$ cat src/hdl/knnwm_pkg.sv
// knnwm_pkg: shared types, widths and fill-method codes for the
// neighbour-mean imputer. No dependencies.
package knnwm_pkg;

  localparam int VALUE_BITS          = 16;
  localparam int WEIGHT_BITS         = 16;
  localparam int DEF_MAX_NEIGHBOURS  = 64;

  // fill_method codes
  localparam logic [1:0] FILL_WEIGHTED = 2'd0;
  localparam logic [1:0] FILL_PLAIN    = 2'd1;
  localparam logic [1:0] FILL_COLUMN   = 2'd2;

  typedef struct packed {
    logic signed [VALUE_BITS-1:0]  neighbour_value;
    logic                          neighbour_missing;
    logic                          index_in_range;
    logic signed [WEIGHT_BITS-1:0] similarity_weight;
    logic signed [VALUE_BITS-1:0]  fallback_mean;
    logic                          last_neighbour;
  } neighbour_t;

  typedef struct packed {
    logic signed [VALUE_BITS-1:0] imputed_value;
    logic [1:0]                   fill_method;
  } result_t;

endpackage

$ cat src/hdl/knnwm_front.sv
// knnwm_front: accepts neighbour items, accumulates the totals and, on the
// last item, forms one division job. Depends on knnwm_pkg.
module knnwm_front import knnwm_pkg::*; #(
  parameter  int MAX_NEIGHBOURS = DEF_MAX_NEIGHBOURS,
  localparam int CB  = $clog2(MAX_NEIGHBOURS + 1),
  localparam int WTW = WEIGHT_BITS - 1 + CB,
  localparam int WVW = VALUE_BITS + WEIGHT_BITS + CB,
  localparam int VTW = VALUE_BITS + CB
) (
  input  logic                         clk,
  input  logic                         rst,
  input  logic                         push,
  output logic                         full,
  input  neighbour_t                   neighbour,
  output logic                         job_push,
  input  logic                         job_full,
  output logic [1:0]                   job_method,
  output logic signed [WVW-1:0]        job_dividend,
  output logic [WTW-1:0]               job_divisor,
  output logic signed [VALUE_BITS-1:0] job_fallback
);

  logic                                   pending;
  logic [WTW-1:0]                         weight_total;
  logic signed [WVW-1:0]                  weighted_value_total;
  logic signed [VTW-1:0]                  value_total;
  logic [CB-1:0]                          valid_count;
  logic signed [VALUE_BITS-1:0]           fallback;

  logic                                   take;
  logic                                   counts;
  logic [WEIGHT_BITS-2:0]                 w_clamp;
  logic signed [VALUE_BITS+WEIGHT_BITS-1:0] prod;

  assign take   = push && !pending;
  assign full   = pending;
  assign counts = neighbour.index_in_range && !neighbour.neighbour_missing &&
                  (valid_count < CB'(MAX_NEIGHBOURS));
  // negative weights count as zero
  assign w_clamp = neighbour.similarity_weight[WEIGHT_BITS-1] ? '0 :
                   neighbour.similarity_weight[WEIGHT_BITS-2:0];
  assign prod    = neighbour.neighbour_value * $signed({1'b0, w_clamp});

  always_ff @(posedge clk) begin
    if (rst) begin
      pending              <= 1'b0;
      weight_total         <= '0;
      weighted_value_total <= '0;
      value_total          <= '0;
      valid_count          <= '0;
    end else if (pending) begin
      if (!job_full) begin
        pending              <= 1'b0;
        weight_total         <= '0;
        weighted_value_total <= '0;
        value_total          <= '0;
        valid_count          <= '0;
      end
    end else if (take) begin
      if (counts) begin
        weight_total         <= weight_total + WTW'(w_clamp);
        weighted_value_total <= weighted_value_total +
                                {{CB{prod[VALUE_BITS+WEIGHT_BITS-1]}}, prod};
        value_total          <= value_total +
                                {{CB{neighbour.neighbour_value[VALUE_BITS-1]}},
                                 neighbour.neighbour_value};
        valid_count          <= valid_count + 1'b1;
      end
      if (neighbour.last_neighbour) begin
        pending <= 1'b1;
      end
    end
  end

  always_ff @(posedge clk) begin
    if (take && neighbour.last_neighbour) begin
      fallback <= neighbour.fallback_mean;
    end
  end

  // job selection from the settled totals
  assign job_push     = pending;
  assign job_fallback = fallback;

  always_comb begin
    if (valid_count == '0) begin
      job_method   = FILL_COLUMN;
      job_dividend = '0;
      job_divisor  = '0;
    end else if (weight_total != '0) begin
      job_method   = FILL_WEIGHTED;
      job_dividend = weighted_value_total;
      job_divisor  = weight_total;
    end else begin
      job_method   = FILL_PLAIN;
      job_dividend = {{(WVW-VTW){value_total[VTW-1]}}, value_total};
      job_divisor  = {{(WTW-CB){1'b0}}, valid_count};
    end
  end

endmodule

$ cat src/hdl/knnwm_jobq.sv
// knnwm_jobq: two-entry job queue between the accumulator and the divider.
// Depends on knnwm_pkg (import only for house consistency of widths).
module knnwm_jobq import knnwm_pkg::*; #(
  parameter int WIDTH = 2 * VALUE_BITS
) (
  input  logic             clk,
  input  logic             rst,
  input  logic             push,
  input  logic [WIDTH-1:0] din,
  output logic             full,
  input  logic             pop,
  output logic [WIDTH-1:0] dout,
  output logic             empty
);

  logic [WIDTH-1:0] slots [2];
  logic             wr_ptr;
  logic             rd_ptr;
  logic [1:0]       fill;
  logic             do_push;
  logic             do_pop;

  assign full    = (fill == 2'd2);
  assign empty   = (fill == 2'd0);
  assign do_push = push && !full;
  assign do_pop  = pop && !empty;
  assign dout    = slots[rd_ptr];

  always_ff @(posedge clk) begin
    if (rst) begin
      wr_ptr <= 1'b0;
      rd_ptr <= 1'b0;
      fill   <= 2'd0;
    end else begin
      if (do_push) wr_ptr <= !wr_ptr;
      if (do_pop)  rd_ptr <= !rd_ptr;
      if (do_push && !do_pop)      fill <= fill + 2'd1;
      else if (do_pop && !do_push) fill <= fill - 2'd1;
    end
  end

  always_ff @(posedge clk) begin
    if (do_push) begin
      slots[wr_ptr] <= din;
    end
  end

endmodule

$ cat src/hdl/knnwm_back.sv
// knnwm_back: bit-serial signed divider with saturation and the result
// register. Depends on knnwm_pkg.
module knnwm_back import knnwm_pkg::*; #(
  parameter  int MAX_NEIGHBOURS = DEF_MAX_NEIGHBOURS,
  localparam int CB  = $clog2(MAX_NEIGHBOURS + 1),
  localparam int WTW = WEIGHT_BITS - 1 + CB,
  localparam int WVW = VALUE_BITS + WEIGHT_BITS + CB,
  localparam int SW  = $clog2(WVW + 1)
) (
  input  logic                         clk,
  input  logic                         rst,
  input  logic                         job_empty,
  output logic                         job_pop,
  input  logic [1:0]                   job_method,
  input  logic signed [WVW-1:0]        job_dividend,
  input  logic [WTW-1:0]               job_divisor,
  input  logic signed [VALUE_BITS-1:0] job_fallback,
  output logic                         empty,
  input  logic                         pop,
  output result_t                      result
);

  localparam logic [1:0] ST_IDLE = 2'd0;
  localparam logic [1:0] ST_DIV  = 2'd1;
  localparam logic [1:0] ST_DONE = 2'd2;

  localparam logic [WVW-1:0] POS_LIM = {{(WVW-VALUE_BITS+1){1'b0}}, {(VALUE_BITS-1){1'b1}}};
  localparam logic [WVW-1:0] NEG_LIM = POS_LIM + 1'b1;

  logic [1:0]                   state;
  logic [1:0]                   state_next;
  logic [1:0]                   method;
  logic                         neg;
  logic [WVW-1:0]               quot;
  logic [WTW-1:0]               rem;
  logic [WTW-1:0]               divisor;
  logic [SW-1:0]                steps;
  logic signed [VALUE_BITS-1:0] fallback;
  logic                         out_valid;

  logic [WTW:0]                 trial;
  logic [WTW:0]                 diff;
  logic                         ge;
  logic [WVW-1:0]               mag;
  logic [WVW-1:0]               neg_q;
  logic [VALUE_BITS-1:0]        sat_value;
  logic                         out_free;

  assign trial    = {rem, quot[WVW-1]};
  assign diff     = trial - {1'b0, divisor};
  assign ge       = (trial >= {1'b0, divisor});
  assign mag      = job_dividend[WVW-1] ? (~job_dividend + 1'b1) : job_dividend;
  assign neg_q    = ~quot + 1'b1;
  assign out_free = !out_valid || pop;
  assign job_pop  = (state == ST_IDLE) && !job_empty;
  assign empty    = !out_valid;

  always_comb begin
    if (method == FILL_COLUMN) begin
      sat_value = fallback;
    end else if (neg) begin
      sat_value = (quot > NEG_LIM) ? NEG_LIM[VALUE_BITS-1:0] : neg_q[VALUE_BITS-1:0];
    end else begin
      sat_value = (quot > POS_LIM) ? POS_LIM[VALUE_BITS-1:0] : quot[VALUE_BITS-1:0];
    end
  end

  always_comb begin
    state_next = state;
    case (state)
      ST_IDLE: begin
        if (!job_empty) state_next = (job_method == FILL_COLUMN) ? ST_DONE : ST_DIV;
      end
      ST_DIV: begin
        if (steps == SW'(1)) state_next = ST_DONE;
      end
      ST_DONE: begin
        if (out_free) state_next = ST_IDLE;
      end
      default: state_next = ST_IDLE;
    endcase
  end

  always_ff @(posedge clk) begin
    if (rst) begin
      state     <= ST_IDLE;
      out_valid <= 1'b0;
    end else begin
      state <= state_next;
      if (state == ST_DONE && out_free) out_valid <= 1'b1;
      else if (pop)                     out_valid <= 1'b0;
    end
  end

  // datapath, no reset needed
  always_ff @(posedge clk) begin
    case (state)
      ST_IDLE: begin
        if (!job_empty) begin
          method   <= job_method;
          neg      <= job_dividend[WVW-1];
          quot     <= mag;
          rem      <= '0;
          divisor  <= job_divisor;
          steps    <= SW'(WVW);
          fallback <= job_fallback;
        end
      end
      ST_DIV: begin
        quot  <= {quot[WVW-2:0], ge};
        rem   <= ge ? diff[WTW-1:0] : trial[WTW-1:0];
        steps <= steps - 1'b1;
      end
      ST_DONE: begin
        if (out_free) begin
          result.imputed_value <= sat_value;
          result.fill_method   <= method;
        end
      end
      default: begin
      end
    endcase
  end

endmodule

$ cat src/hdl/knn_weighted_mean_imputer.sv
// knn_weighted_mean_imputer: top level; accumulator front, job queue and
// serial divider back. Depends on knnwm_pkg, knnwm_front, knnwm_jobq, knnwm_back.
//
//  channel   handshake     payload        role
//  neighbour push / full   neighbour_t    one item per neighbour of a missing entry
//  result    empty / pop   result_t       one filled value per last item
//
// A last item raises full in the cycle after it is taken, while its job is
// handed to the queue; full stays high for as long as the queue is full.
// Each weighted or plain mean goes through the serial divider, which takes a
// new job only when it is idle; the column-mean case skips the divider.
// The divider sets the rate per entry.
// rst is synchronous: it clears the totals, the queue and the result valid flag.
// The result register holds while pop is low; the divider finishes its entry and
// waits, while the front keeps working until the two-entry job queue fills.
module knn_weighted_mean_imputer import knnwm_pkg::*; #(
  parameter int MAX_NEIGHBOURS = DEF_MAX_NEIGHBOURS
) (
  input  logic       clk,
  input  logic       rst,
  input  logic       push,
  output logic       full,
  input  neighbour_t neighbour,
  output logic       empty,
  input  logic       pop,
  output result_t    result
);

  localparam int CB  = $clog2(MAX_NEIGHBOURS + 1);
  localparam int WTW = WEIGHT_BITS - 1 + CB;
  localparam int WVW = VALUE_BITS + WEIGHT_BITS + CB;
  localparam int JW  = 2 + WVW + WTW + VALUE_BITS;

  // front -> queue
  logic                         f_push;
  logic                         f_full;
  logic [1:0]                   f_method;
  logic signed [WVW-1:0]        f_dividend;
  logic [WTW-1:0]               f_divisor;
  logic signed [VALUE_BITS-1:0] f_fallback;

  // queue -> back
  logic                         q_empty;
  logic                         q_pop;
  logic [JW-1:0]                q_dout;
  logic [1:0]                   b_method;
  logic signed [WVW-1:0]        b_dividend;
  logic [WTW-1:0]               b_divisor;
  logic signed [VALUE_BITS-1:0] b_fallback;

  knnwm_front #(.MAX_NEIGHBOURS(MAX_NEIGHBOURS)) u_front (
    .clk          (clk),
    .rst          (rst),
    .push         (push),
    .full         (full),
    .neighbour    (neighbour),
    .job_push     (f_push),
    .job_full     (f_full),
    .job_method   (f_method),
    .job_dividend (f_dividend),
    .job_divisor  (f_divisor),
    .job_fallback (f_fallback)
  );

  knnwm_jobq #(.WIDTH(JW)) u_jobq (
    .clk   (clk),
    .rst   (rst),
    .push  (f_push),
    .din   ({f_method, f_dividend, f_divisor, f_fallback}),
    .full  (f_full),
    .pop   (q_pop),
    .dout  (q_dout),
    .empty (q_empty)
  );

  assign {b_method, b_dividend, b_divisor, b_fallback} = q_dout;

  knnwm_back #(.MAX_NEIGHBOURS(MAX_NEIGHBOURS)) u_back (
    .clk          (clk),
    .rst          (rst),
    .job_empty    (q_empty),
    .job_pop      (q_pop),
    .job_method   (b_method),
    .job_dividend (b_dividend),
    .job_divisor  (b_divisor),
    .job_fallback (b_fallback),
    .empty        (empty),
    .pop          (pop),
    .result       (result)
  );

endmodule

$ cat config.mk
export PLATFORM = sky130hd
export DESIGN_NAME = knn_weighted_mean_imputer
export DESIGN_NICKNAME = d
export VERILOG_FILES = /design/src/hdl/knnwm_pkg.sv /design/src/hdl/knnwm_front.sv /design/src/hdl/knnwm_jobq.sv /design/src/hdl/knnwm_back.sv /design/src/hdl/knn_weighted_mean_imputer.sv
export SDC_FILE = /design/constraint.sdc
export NUM_CORES = 2
export LEC_CHECK = 0
export ABC_AREA = 1
export BUFFER_PORTS_ARGS = -buffer_cell sky130_fd_sc_hd__buf_2
export CORE_ASPECT_RATIO = 1.25
export CORE_MARGIN = 5
export CORE_UTILIZATION = 45
export DETAILED_ROUTE_END_ITERATION = 8
export PLACE_DENSITY_LB_ADDON = 0.3
export SLEW_MARGIN = 25
export SYNTH_ARGS = -nofsm -noshare
export SYNTH_HDL_FRONTEND = slang
export SYNTH_SLANG_ARGS = --single-unit
export TNS_END_PERCENT = 5
$ cat constraint.sdc
create_clock -name clk -period 8.38 [get_ports clk]
set_clock_uncertainty 0.05 [all_clocks]
set_input_delay 0.419 -clock clk [delete_from_list [all_inputs] [get_ports clk]]
set_output_delay 0.419 -clock clk [all_outputs]
set_load 0.03 [all_outputs]
==> flow_summary.toml <==
[floorplanning]
die-area_sq_um = 77000
initial_core_util = 0.455
placement_row_count = 109
io_pins = 75
fp.dieH_um = 309
die_w_um = 249
floorplan.core_area_sq_um = 70800

[logic_synthesis]
syn_area_per_cell_sq_um = 8.19
synthTopCellsByCount = "nand2_1, inv_1, nor2_1"
most_used_flip_flop_cell_after_synthesis = "edfxtp_1"
yosysWarningCount = 0
post-synth-top-count-cell = "nand2_1"
ys_top_cells_by_area = "edfxtp_1, fa_1, nand2_1, ha_1, inv_1"
synth-edff-count = 300
mappedNetlistNets = 4423
synth_top_area_frac = 0.280
synth_cell_type_count = 50
yosysSeqAreaShare = 0.342
synthCells = 3927
mappedNetlistArea_sq_um = 32200
async_reset_ff_frac = 0
yosysTopAreaCell = "edfxtp_1"
postSynthRegisterBits = 400

[run_status]
outcome = "complete, no violations"

[power]
power.ir.vdd_worst_mv = 0.256
power.leakage_uw = 0.0160
fin_total_pwr_uw = 13900
power_density_cells_nw_per_um2 = 392

[global_routing]
grt_max_degree = 91
first_pass_grt_wire_length_mm = 137
antenna_found_initial = 0
aggregate_global_routing_overflow = 0
global_route.usage.total = 0.218
via_count_of_the_first_global_routing_pass = 26473

[detailed_routing]
wl_mm = 84.3
detailroute.via_count = 26114
wl_met2_mm = 42.9
top_layer = "met4"
drt_pre_antenna_iters = 5
routed_via_density = 5.22
remaining_drc_errors = 0
drt_iter0_markers = 1392
routedWlPerCell_um = 16.9
drt-met1-wl_mm = 35.2
route.antenna.remaining_nets = 0
route.met3.wl_mm = 3.05

[sta]
grt_setup_unrepaired = "no"
worst_slew_margin = 0.378
tightestPinTransition_ps = 933
slew_viol_final = 0
finalCriticalPeriod_ps = 7850
period_share = 0.936
finalSetupTns_ps = 0
clock.fmax_ghz = 0.127
hold_viol = 0
final-setup-viol-count = 0

[setup_path]
crit_path_max_fanout = 15
class_of_the_most_critical_setup_path = "in2reg"
max_stage_delay_ps = 610
critPathSlowestCell = "fa_1"
r2r_end = "u_back.quot[26]"
worst_reg_to_reg_path_cell_count = 16
timing.critical_path.from_type = "input port"
critPathLaunch = "neighbour[50]"
arrival_ps = 8220
end_kind = "register"
cp-endpoint = "u_front.weighted_value_total[38]"
worstPathRequired_ps = 8750
timing.reg2reg.setup_slack_ps = 4420
worst_path_most_repeated_cell = "inv_1"

[cells_and_area]
post_route_cells_drive_above_1_share = 0.0655
n_antenna_cell = 0
area_growth_syn_to_fin_pct = 10.2
num-nets-final = 4522

[place]
routabilityCongestion = 0.941
port_buffers = 74
detailedPlacementHpwl_mm = 66.0

[clock_tree]
clk_root_buffer_cell = "clkbuf_16"
clock_sinks = 400
cts_resized = 0
clock_insertion_delay_worst_skew_ps = 590
postCtsSetupRepairBufs = 0
cts_htree_levels = 2
clk_path_buf_depth = 3
clock_tree_from_tritoncts = "done"
numCtsBuffers = 42
cts.reportedPaths.clkPinSlew_ps = 60

[run]
max_cap_viols = 0

[hold_path]
class_of_the_most_critical_hold_timing_path = "in2reg"
hold-path-cell-count = 3
## worst min path at each step
stage	slack, ps	startpoint	to
6_report	60	neighbour[0]	u_front.full
4_1_cts	40	neighbour[0]	u_front.full
5_1_grt	80	neighbour[0]	u_front.full
2_1_floorplan	370	u_front.job_fallback[0]	u_jobq.slots[0][0]
3_3_place_gp	380	u_back.method[0]	u_back.result[0]
3_5_place_dp	390	u_back.method[1]	u_back.result[1]
## state kept, by name (all words and copies together) (netlist names), named ones only
signal,cells
u_jobq.slots,158
u_back.quot,39
u_front.weighted_value_total,39
u_front.value_total,23
u_back.divisor,22
u_back.rem,22
u_front.weight_total,22
u_back.result,18
u_back.fallback,16
u_front.job_fallback,16
u_front.valid_count,7
u_back.steps,6
u_back.method,2
u_back.state,2
u_jobq.fill,2
u_back.neg,1
u_back.out_valid,1
u_front.full,1
u_jobq.rd_ptr,1
u_jobq.wr_ptr,1
## power breakdown
group,switching (uW),internal [uW],leakage [uW]
clock network,819,1080,0.000666
registers,292,2730,0.00361
logic,5960,3030,0.0118
## area by class of cell
| class | instances | area, sq um |
|---|---|---|
| clock inverters | 24 | 299 |
| repair buffers | 160 | 1070 |
| clock buffers | 54 | 1120 |
| inverters | 639 | 2400 |
| fillers | 6797 | 35300 |
| flip-flops and latches | 400 | 11000 |
| well taps | 943 | 1180 |
| multi-input cells | 2783 | 18400 |
## worst max-delay path, delay by kind of cell
kind	cells	cell delay, ps
adders and majority gates	8	4070
buffers and inverters	12	1500
AOI/OAI and AO/OA	1	70
and+or+nand+nor	14	2110
## cell families (layout without fill, tap and decap cells)
group / Yosys count / in the layout / share of synthesized area
mux: 11 / 11 / 0.00389
xor+xnor: 89 / 89 / 0.0242
buf+inv: 744 / 877 / 0.0881
compound gates: 658 / 658 / 0.110
simple gates: 1584 / 1584 / 0.202
flops: 400 / 400 / 0.342
fa+ha+maj: 441 / 441 / 0.230
## cell usage in the layout, fill, tap and decap left out, types with 13 or more instances in the layout
cell type	n
a21o_1	16
a21oi_1	297
a31oi_1	32
buf_2	74
buf_4	69
clkbuf_16	42
clkinv_1	14
dfxtp_1	99
dlygate4sd3_1	16
edfxtp_1	300
fa_1	250
ha_1	191
inv_1	620
nand2_1	849
nand3_1	151
nand3b_1	14
nand4_1	35
nor2_1	426
nor3_1	45
nor4_1	13
o21ai_0	227
o21ai_1	28
o21bai_1	15
or2_2	19
xnor2_1	37
xor2_1	52
## metal layers
metal,global-route usage,vias to the layer above
met4,0.0747,0
li1,-,12896
met3,0.0228,173
met1,0.266,12543
met5,0,-
met2,0.406,502
## timing repair
action,CTS,global route
hold buffers,16,0
endpoints found under the setup margin,0,0
endpoints found under the hold margin,16,0
## per-stage QoR
| stage | util | instances | setup WS [ps] | area, sq um | hold slack [ps] |
|---|---|---|---|---|---|
| 3_5_place_dp | 0.479 | 4909 | 11.6 | 33900 | 388 |
| 4_1_cts | 0.501 | 5003 | 594 | 35500 | 39.8 |
| 2_1_floorplan | - | 3927 | 793 | 32200 | 371 |
| 5_1_grt | 0.501 | 5003 | 38.7 | 35500 | 77.9 |
| 3_3_place_gp | 0.479 | 4909 | 118 | 33900 | 384 |
| 6_report | 0.501 | 5003 | 532 | 35500 | 63.6 |
Note: power is estimated with default switching activity, not from simulation.
